$ cat config.mk
export PLATFORM = sky130hd
export DESIGN_NAME = sorted_priority_queue
export DESIGN_NICKNAME = d
export VERILOG_FILES = /design/src/rtl/spq_pkg.sv /design/src/rtl/sorted_priority_queue.sv /design/src/rtl/spq_ctrl.sv /design/src/rtl/spq_datapath.sv
export SDC_FILE = /design/constraint.sdc
export NUM_CORES = 2
export LEC_CHECK = 0
export BUFFER_PORTS_ARGS = -buffer_cell sky130_fd_sc_hd__buf_2
export CORE_UTILIZATION = 40
export CTS_CLUSTER_DIAMETER = 80
export DETAILED_ROUTE_END_ITERATION = 12
export PLACE_DENSITY_LB_ADDON = 0.1
export RECOVER_POWER = 100
export SLEW_MARGIN = 20
export SYNTH_ARGS = -nofsm -noshare
export SYNTH_HDL_FRONTEND = slang
export SYNTH_SLANG_ARGS = --single-unit
$ cat constraint.sdc
create_clock -name clk -period 4.9 [get_ports clk]
set_input_delay 1.47 -clock clk [delete_from_list [all_inputs] [get_ports clk]]
set_output_delay 1.47 -clock clk [all_outputs]
set_load 0.01 [all_outputs]
$ cat src/rtl/spq_pkg.sv
// Shared types and codes for the sorted priority queue.
// No dependencies; imported by the controller, the datapath and the top level.

package spq_pkg;

    localparam int MODE_W = 2;
    localparam int ERR_W  = 2;

    typedef enum logic [MODE_W-1:0] {
        MODE_INSERT = 2'd0,
        MODE_PUSH   = 2'd1,
        MODE_REMOVE = 2'd2,
        MODE_UNUSED = 2'd3
    } mode_t;

    typedef enum logic [ERR_W-1:0] {
        ERR_OK    = 2'd0,
        ERR_FULL  = 2'd1,
        ERR_EMPTY = 2'd2
    } err_t;

    typedef enum logic {
        ST_IDLE,
        ST_EXEC
    } state_t;

    typedef enum logic [1:0] {
        OP_NONE,
        OP_INSERT,
        OP_REMOVE
    } op_t;

    // controller -> datapath
    typedef struct packed {
        logic capture;
        logic commit;
        op_t  op;
        err_t err;
    } spq_cmd_t;

    // datapath -> controller
    typedef struct packed {
        logic ins_req;
        logic rem_req;
        logic full;
        logic empty;
    } spq_status_t;

endpackage

$ cat src/rtl/sorted_priority_queue.sv
// Sorted priority queue, top level: ordered row of value/priority cells.
// The request is captured on acceptance; the result is registered on the commit step that
// follows (capture/compare, then shift/commit). A new request is accepted only in idle;
// a waiting result holds the commit step, so the next request waits in turn.
// Reset: rst_n asynchronous active low empties the queue; cell contents undefined.
// Depends on spq_pkg, spq_ctrl and spq_datapath.

module sorted_priority_queue #(
    parameter int QUEUE_DEPTH    = 16,
    parameter int VALUE_WIDTH    = 32,
    parameter int PRIORITY_WIDTH = 16,
    localparam int CNT_W = $clog2(QUEUE_DEPTH + 1),
    localparam int IN_W  = ((spq_pkg::MODE_W + VALUE_WIDTH + PRIORITY_WIDTH + 7) / 8) * 8,
    localparam int OUT_W =
        ((VALUE_WIDTH + PRIORITY_WIDTH + 1 + CNT_W + spq_pkg::ERR_W + 7) / 8) * 8
) (
    input  logic             clk,
    input  logic             rst_n,
    input  logic             s_tvalid,
    output logic             s_tready,
    // mode, item_value, item_priority (from bit 0 up), zero padded
    input  logic [IN_W-1:0]  s_tdata,
    output logic             m_tvalid,
    input  logic             m_tready,
    // front_value, front_priority, is_empty, entry_count, error_code (from bit 0 up)
    output logic [OUT_W-1:0] m_tdata
);
    import spq_pkg::*;

    spq_cmd_t    cmd;
    spq_status_t status;

    // sequencing: accept a request, then commit it once the result slot is free
    spq_ctrl u_ctrl (
        .clk      (clk),
        .rst_n    (rst_n),
        .s_tvalid (s_tvalid),
        .s_tready (s_tready),
        .m_tvalid (m_tvalid),
        .m_tready (m_tready),
        .status   (status),
        .cmd      (cmd)
    );

    // cells compare in parallel on capture and shift one place on commit
    spq_datapath #(
        .DEPTH (QUEUE_DEPTH),
        .VW    (VALUE_WIDTH),
        .PW    (PRIORITY_WIDTH),
        .CW    (CNT_W),
        .IN_W  (IN_W),
        .OUT_W (OUT_W)
    ) u_datapath (
        .clk     (clk),
        .rst_n   (rst_n),
        .s_tdata (s_tdata),
        .cmd     (cmd),
        .status  (status),
        .m_tdata (m_tdata)
    );

endmodule

$ cat src/rtl/spq_ctrl.sv
// Controller for the sorted priority queue: handshake and sequencing FSM.
// Depends on spq_pkg.

module spq_ctrl (
    input  logic                 clk,
    input  logic                 rst_n,
    input  logic                 s_tvalid,
    output logic                 s_tready,
    output logic                 m_tvalid,
    input  logic                 m_tready,
    input  spq_pkg::spq_status_t status,
    output spq_pkg::spq_cmd_t    cmd
);
    import spq_pkg::*;

    state_t state_reg;
    state_t state_next;
    logic   m_tvalid_reg;
    logic   m_tvalid_next;
    logic   out_free;

    assign out_free = !m_tvalid_reg || m_tready;

    always_comb
    begin
        state_next = state_reg;
        case (state_reg)
            ST_IDLE:
            begin
                if (s_tvalid)
                begin
                    state_next = ST_EXEC;
                end
            end
            ST_EXEC:
            begin
                if (out_free)
                begin
                    state_next = ST_IDLE;
                end
            end
            default:
            begin
                state_next = ST_IDLE;
            end
        endcase
    end

    always_comb
    begin
        s_tready    = 1'b0;
        cmd.capture = 1'b0;
        cmd.commit  = 1'b0;
        cmd.op      = OP_NONE;
        cmd.err     = ERR_OK;
        case (state_reg)
            ST_IDLE:
            begin
                s_tready    = 1'b1;
                cmd.capture = s_tvalid;
            end
            ST_EXEC:
            begin
                cmd.commit = out_free;
                if (status.ins_req)
                begin
                    if (status.full)
                    begin
                        cmd.err = ERR_FULL;
                    end
                    else if (out_free)
                    begin
                        cmd.op = OP_INSERT;
                    end
                end
                else if (status.rem_req)
                begin
                    if (status.empty)
                    begin
                        cmd.err = ERR_EMPTY;
                    end
                    else if (out_free)
                    begin
                        cmd.op = OP_REMOVE;
                    end
                end
            end
            default:
            begin
                s_tready = 1'b0;
            end
        endcase
    end

    // hold the result until taken, load a new one on commit
    always_comb
    begin
        m_tvalid_next = m_tvalid_reg;
        if (m_tready)
        begin
            m_tvalid_next = 1'b0;
        end
        if (cmd.commit)
        begin
            m_tvalid_next = 1'b1;
        end
    end

    always_ff @(posedge clk or negedge rst_n)
    begin
        if (!rst_n)
        begin
            state_reg    <= ST_IDLE;
            m_tvalid_reg <= 1'b0;
        end
        else
        begin
            state_reg    <= state_next;
            m_tvalid_reg <= m_tvalid_next;
        end
    end

    assign m_tvalid = m_tvalid_reg;

    a_commit_slot_free: assert property (@(posedge clk) disable iff (!rst_n)
        cmd.commit |-> (!m_tvalid_reg || m_tready))
        else $error("result committed over an untaken result");

    a_accept_to_exec: assert property (@(posedge clk) disable iff (!rst_n)
        (s_tvalid && s_tready) |=> (state_reg == ST_EXEC))
        else $error("accepted request did not advance to execute");

endmodule

$ cat src/rtl/spq_datapath.sv
// Datapath of the sorted priority queue: row of entry cells, compare flags,
// occupancy counter and result register. Depends on spq_pkg.

module spq_datapath #(
    parameter int DEPTH = 16,
    parameter int VW    = 32,
    parameter int PW    = 16,
    parameter int CW    = 5,
    parameter int IN_W  = 56,
    parameter int OUT_W = 56
) (
    input  logic                 clk,
    input  logic                 rst_n,
    input  logic [IN_W-1:0]      s_tdata,
    input  spq_pkg::spq_cmd_t    cmd,
    output spq_pkg::spq_status_t status,
    output logic [OUT_W-1:0]     m_tdata
);
    import spq_pkg::*;

    mode_t                 in_mode;
    logic [VW-1:0]         in_value;
    logic signed [PW-1:0]  in_pri;

    logic [VW-1:0]         val_reg  [DEPTH];
    logic signed [PW-1:0]  pri_reg  [DEPTH];
    logic [VW-1:0]         val_next [DEPTH];
    logic signed [PW-1:0]  pri_next [DEPTH];
    logic [CW-1:0]         count_reg;
    logic [CW-1:0]         count_next;
    mode_t                 mode_reg;
    logic [VW-1:0]         new_val_reg;
    logic signed [PW-1:0]  new_pri_reg;
    logic [DEPTH-1:0]      hit_reg;
    logic [DEPTH-1:0]      hit_next;
    logic [DEPTH-1:0]      thermo;
    logic [OUT_W-1:0]      out_reg;
    logic [OUT_W-1:0]      out_next;

    assign in_mode  = mode_t'(s_tdata[MODE_W-1:0]);
    assign in_value = s_tdata[MODE_W +: VW];
    assign in_pri   = $signed(s_tdata[MODE_W+VW +: PW]);

    // compare the new priority against the occupied cells and mark the slot; a push takes slot 0
    always_comb
    begin
        hit_next = '0;
        if (in_mode == MODE_PUSH || count_reg == '0 || in_pri <= pri_reg[0])
        begin
            hit_next[0] = 1'b1;
        end
        else
        begin
            for (int i = 1; i < DEPTH; i++)
            begin
                hit_next[i] = ((CW'(i) < count_reg) && (pri_reg[i] > in_pri))
                              || (CW'(i) == count_reg);
            end
        end
    end

    // thermometer: cells at or behind the insert slot
    always_comb
    begin
        for (int i = 0; i < DEPTH; i++)
        begin
            thermo[i] = |(hit_reg & ({DEPTH{1'b1}} >> (DEPTH - 1 - i)));
        end
    end

    always_comb
    begin
        for (int i = 0; i < DEPTH; i++)
        begin
            val_next[i] = val_reg[i];
            pri_next[i] = pri_reg[i];
        end
        count_next = count_reg;
        case (cmd.op)
            OP_INSERT:
            begin
                count_next = count_reg + 1'b1;
                for (int i = 0; i < DEPTH; i++)
                begin
                    if (i > 0 && thermo[(i > 0) ? i - 1 : 0])
                    begin
                        val_next[i] = val_reg[(i > 0) ? i - 1 : 0];
                        pri_next[i] = pri_reg[(i > 0) ? i - 1 : 0];
                    end
                    else if (thermo[i])
                    begin
                        val_next[i] = new_val_reg;
                        pri_next[i] = new_pri_reg;
                    end
                end
            end
            OP_REMOVE:
            begin
                count_next = count_reg - 1'b1;
                for (int i = 0; i < DEPTH - 1; i++)
                begin
                    val_next[i] = val_reg[i + 1];
                    pri_next[i] = pri_reg[i + 1];
                end
            end
            default:
            begin
                count_next = count_reg;
            end
        endcase
    end

    // pack the result: value, priority, empty, count, error from the low bit up
    always_comb
    begin
        out_next = '0;
        if (count_next != '0)
        begin
            out_next[0 +: VW]  = val_next[0];
            out_next[VW +: PW] = pri_next[0];
        end
        out_next[VW+PW]                 = (count_next == '0);
        out_next[VW+PW+1 +: CW]         = count_next;
        out_next[VW+PW+1+CW +: ERR_W]   = cmd.err;
    end

    always_ff @(posedge clk)
    begin
        if (cmd.capture)
        begin
            new_val_reg <= in_value;
            new_pri_reg <= in_pri;
            hit_reg     <= hit_next;
        end
        if (cmd.commit)
        begin
            out_reg <= out_next;
        end
        for (int i = 0; i < DEPTH; i++)
        begin
            val_reg[i] <= val_next[i];
            pri_reg[i] <= pri_next[i];
        end
    end

    always_ff @(posedge clk or negedge rst_n)
    begin
        if (!rst_n)
        begin
            count_reg <= '0;
            mode_reg  <= MODE_INSERT;
        end
        else
        begin
            count_reg <= count_next;
            if (cmd.capture)
            begin
                mode_reg <= in_mode;
            end
        end
    end

    assign status.ins_req = (mode_reg == MODE_INSERT) || (mode_reg == MODE_PUSH);
    assign status.rem_req = (mode_reg == MODE_REMOVE);
    assign status.full    = (count_reg == CW'(DEPTH));
    assign status.empty   = (count_reg == '0);
    assign m_tdata        = out_reg;

    a_count_bound: assert property (@(posedge clk) disable iff (!rst_n)
        count_reg <= CW'(DEPTH))
        else $error("occupancy beyond queue depth");

    a_insert_count: assert property (@(posedge clk) disable iff (!rst_n)
        (cmd.op == OP_INSERT) |=> (count_reg == $past(count_reg) + 1'b1))
        else $error("insert did not grow the queue");

endmodule
==> results_dict.tcl <==
set metrics [dict create \
    finalWorstPathRequiredPeriod_ps 4260 \
    ir_worst_vdd_mv 0.308 \
    critPathTopFamily "simple AND/OR/NAND/NOR gates" \
    std_cell_rows 131 \
    synthArstFlopShare 0.0100 \
    routed_antenna_nets 0 \
    worst_slew_margin_rel -0.700 \
    crit_path_cell_trace "nor3_1 > and2_0 > or3_1 > inv_1 > ha_1 > inv_1 > nor2_2 > buf_4 > nand2_1 > o21ai_0" \
    grt_max_degree 173 \
    grt_remaining_overflow 0 \
    hold_class "flip-flop to flip-flop" \
    synth-warning-count 0 \
    crit_top_cell "sky130_fd_sc_hd__inv_1" \
    place.port_buffers 111 \
    initial_core_util 0.403 \
    place_congestion 0.823 \
    groute.usage.overall 0.227 \
    post_synth.cell_area_avg_um2 11.6 \
    worstPathRequired_ps 5410 \
    io_pins 118 \
    run_status "finished, violations left" \
    finish.cell_count_without_fillers 6136 \
    total_core_area_um2 128000 \
    synthTopCellsByCount "sky130_fd_sc_hd__edfxtp_1, sky130_fd_sc_hd__a22oi_1, sky130_fd_sc_hd__nor2_1" \
    worst_slew_pin_tran_ps 2550 \
    drt_first_pass_iters 6 \
    flip_flop_and_latch_count_after_synthesis 897 \
    drt_first_iter_violations 3508 \
    nFillCells 11800 \
    hpwlAfterDp_mm 94.7 \
    cts.htree.levels 3 \
    avgRoutedWirePerCell_um 24.8 \
    grt_setup_unrepaired "no" \
    netlist_area_um2 51400 \
    path_buf_inv 3 \
    finClkSkew_ps 24.4 \
    post_syn_instances 4439 \
    n_antenna_cell 0 \
    synth_area_leader_cell "sky130_fd_sc_hd__edfxtp_1" \
    synthesis.nets 4762 \
    dieArea_um2 130000 \
    hold_ws_ps 491 \
    hold-path-endpoint "u_datapath.val_reg[0][12]$_DFF_P_" \
    worst_hold_startpoint "u_datapath.val_reg[0][12]$_DFF_P_" \
    die_h_um 360 \
    hold_violations 0 \
    die_w_um 360 \
    worst_r2r_startpoint "u_datapath.count_reg[3]$_DFF_PN0_" \
    finalCritPeriodShare 0.870 \
    cts.path.max_buffers 3 \
    post-synth-top-area-fraction 0.491 \
    sequential_share_of_the_synthesized_area 0.514 \
    multiInputGateArea_um2 23400 \
    cpPeakStageDelay_ps 930 \
    layout_cells_sized_above_1 0.217 \
    post-place-ws_ps 279 \
    synth_edf_count 840 \
    ff_to_ff_path_depth 10 \
    post_cts_setup_buffers 0 \
    syn2layout_area_growth_pct 11.6 \
    drc 0 \
    critPathArrivalTime_ps 4780 \
    cts_root_buffer_type "sky130_fd_sc_hd__clkbuf_16" \
    grt_first_pass_wirelength_mm 229 \
    final_max_slew_viol_count 75 \
    fin_nets 4711 \
    cts_tree "done" \
    cellLeakagePower_nw 18.9 \
    critical_path.endpoint_type "flip-flop" \
    synth.area.top_cells "sky130_fd_sc_hd__edfxtp_1, sky130_fd_sc_hd__mux2_2, sky130_fd_sc_hd__a22oi_1" \
    worst-path-max-fanout 15 \
    r2r_setup_slack_ps 640 \
    failed_checks "max-capacitance violations, max-slew violations" \
    clkSlewWorstSetupHoldPaths_ps 60 \
    ys_dominant_reg_cell "sky130_fd_sc_hd__edfxtp_1" \
    critical_path_class "flip-flop to flip-flop" \
    maxClockFrequency_ghz 0.235 \
    pwr_density_cell_nw_per_um2 416 \
    critical_path.slowest_cell "sky130_fd_sc_hd__nor2_2" \
    routed_via_density 5.99 \
    seqCellArea_um2 26400 \
    finalWirelength_mm 152 \
    cp-start-kind "flip-flop" \
    synthMostInstantiatedCell "sky130_fd_sc_hd__edfxtp_1" \
    maxCapViolations 3 \
    crit-reg2reg-capture "u_datapath.val_reg[7][16]$_DFFE_PP_" \
    largest_reg_flops 512 \
    hold_path_depth 2 \
    synthDistinctLibCells 67 \
    cts_repair_resizes 0 \
    numPlacedInstances 5943 \
    route.vias.total 36700 \
    clk_lat_worst_skew_ps 730 \
    cts.sinks 897 \
    first_global_vias 35000 \
    antenna_violations_before_repair 2 \
    finish_stage_setup_viols 0 \
    postLayoutSetupSlackWorst_ps 637 \
    cts-buffers-inserted 105 \
    cts-hold-fix-buffers 0 \
]
-- cells in the final DEF, fill, tap and decap left out, types with 12 or more instances in the layout --
cell type | Yosys | routed
sky130_fd_sc_hd__a21o_1 | 34 | 34
sky130_fd_sc_hd__a21oi_1 | 115 | 108
sky130_fd_sc_hd__a22oi_1 | 676 | 676
sky130_fd_sc_hd__buf_12 | 0 | 29
sky130_fd_sc_hd__buf_2 | 20 | 27
sky130_fd_sc_hd__buf_4 | 2 | 61
sky130_fd_sc_hd__clkbuf_1 | 338 | 125
sky130_fd_sc_hd__clkbuf_16 | 0 | 110
sky130_fd_sc_hd__clkinv_1 | 0 | 15
sky130_fd_sc_hd__clkinv_2 | 0 | 16
sky130_fd_sc_hd__dfxtp_1 | 48 | 48
sky130_fd_sc_hd__edfxtp_1 | 840 | 840
sky130_fd_sc_hd__ha_1 | 263 | 263
sky130_fd_sc_hd__inv_1 | 69 | 70
sky130_fd_sc_hd__mux2_1 | 11 | 16
sky130_fd_sc_hd__mux2_2 | 659 | 654
sky130_fd_sc_hd__mux2i_1 | 51 | 51
sky130_fd_sc_hd__nand2_1 | 182 | 182
sky130_fd_sc_hd__nand3_1 | 30 | 29
sky130_fd_sc_hd__nand4_1 | 34 | 34
sky130_fd_sc_hd__nor2_1 | 675 | 669
sky130_fd_sc_hd__nor2b_1 | 13 | 12
sky130_fd_sc_hd__nor3_1 | 11 | 12
sky130_fd_sc_hd__o21ai_0 | 123 | 131
sky130_fd_sc_hd__o31a_1 | 53 | 53
-- report_power, final --
part	internal, W	total [W]	switching, W
Sequential	0.00973	0.0105	0.000800
Clock	0.00484	0.00821	0.00338
Combinational	0.00179	0.00513	0.00333
Total	0.0164	0.0239	0.00751
-- worst min-delay path: cells and delay by family (launching register included) --
family | cells | cell delay [ps]
DFF | 1 | 320
AOI/OAI and AO/OA | 1 | 80
and+or+nand+nor | 1 | 40
-- area by class of cell --
class                           instances  area share
Inverter                               70     0.00458
Multi-Input combinational cell       3080       0.407
Clock inverter                         49      0.0106
Clock buffer                          144      0.0520
Timing Repair Buffer                  234      0.0287
Sequential cell                       897       0.461
Tap cell                             1662      0.0363
-- layer usage --
metal,vias to the layer above,wire length [µm],share of wire,GRT usage
li1,16900,-,-,-
met1,18500,74300,0.49,0.349
met2,1230,65600,0.43,0.335
met3,147,9660,0.064,0.0336
met4,0,2300,0.015,0.0487
met5,-,0,0,0
-- cell families after synthesis --
kind of cell               after synthesis  synth area share
AOI/OAI and AO/OA                     1082             0.148
adders and majority gates              263            0.0641
buffers and inverters                  462            0.0345
DFF                                    897             0.514
muxes                                  721             0.157
and+or+nand+nor                       1014            0.0821
-- per-stage QoR --
stage	total power (W)	setup TNS, ps	instance area (µm²)	util
3_5_place_dp	0.0158	0	54200	0.425
3_3_place_gp	0.0158	0	54200	0.425
2_1_floorplan	0.0138	-379370	51400	-
5_1_grt	0.0249	0	57300	0.450
6_report	0.0239	0	57300	0.450
4_1_cts	0.0241	0	57800	0.453
-- worst max-delay path by stage --
stage / from / endpoint / cells past startpoint
2_1_floorplan: m_tready / u_datapath.pri_reg[0][32]$_DFFE_PP_ / 8
6_report: u_datapath.count_reg[3]$_DFF_PN0_ / u_datapath.val_reg[7][16]$_DFFE_PP_ / 10
5_1_grt: u_datapath.count_reg[1]$_DFF_PN0_ / u_datapath.val_reg[4][47]$_DFFE_PP_ / 9
3_5_place_dp: m_tready / u_datapath.m_tdata[2]$_SDFFCE_PN0P_ / 10
3_3_place_gp: m_tready / u_datapath.m_tdata[2]$_SDFFCE_PN0P_ / 10
4_1_cts: u_datapath.count_reg[3]$_DFF_PN0_ / u_datapath.m_tdata[2]$_SDFFCE_PN0P_ / 9
No activity file was read; power rests on OpenSTA's default activity.
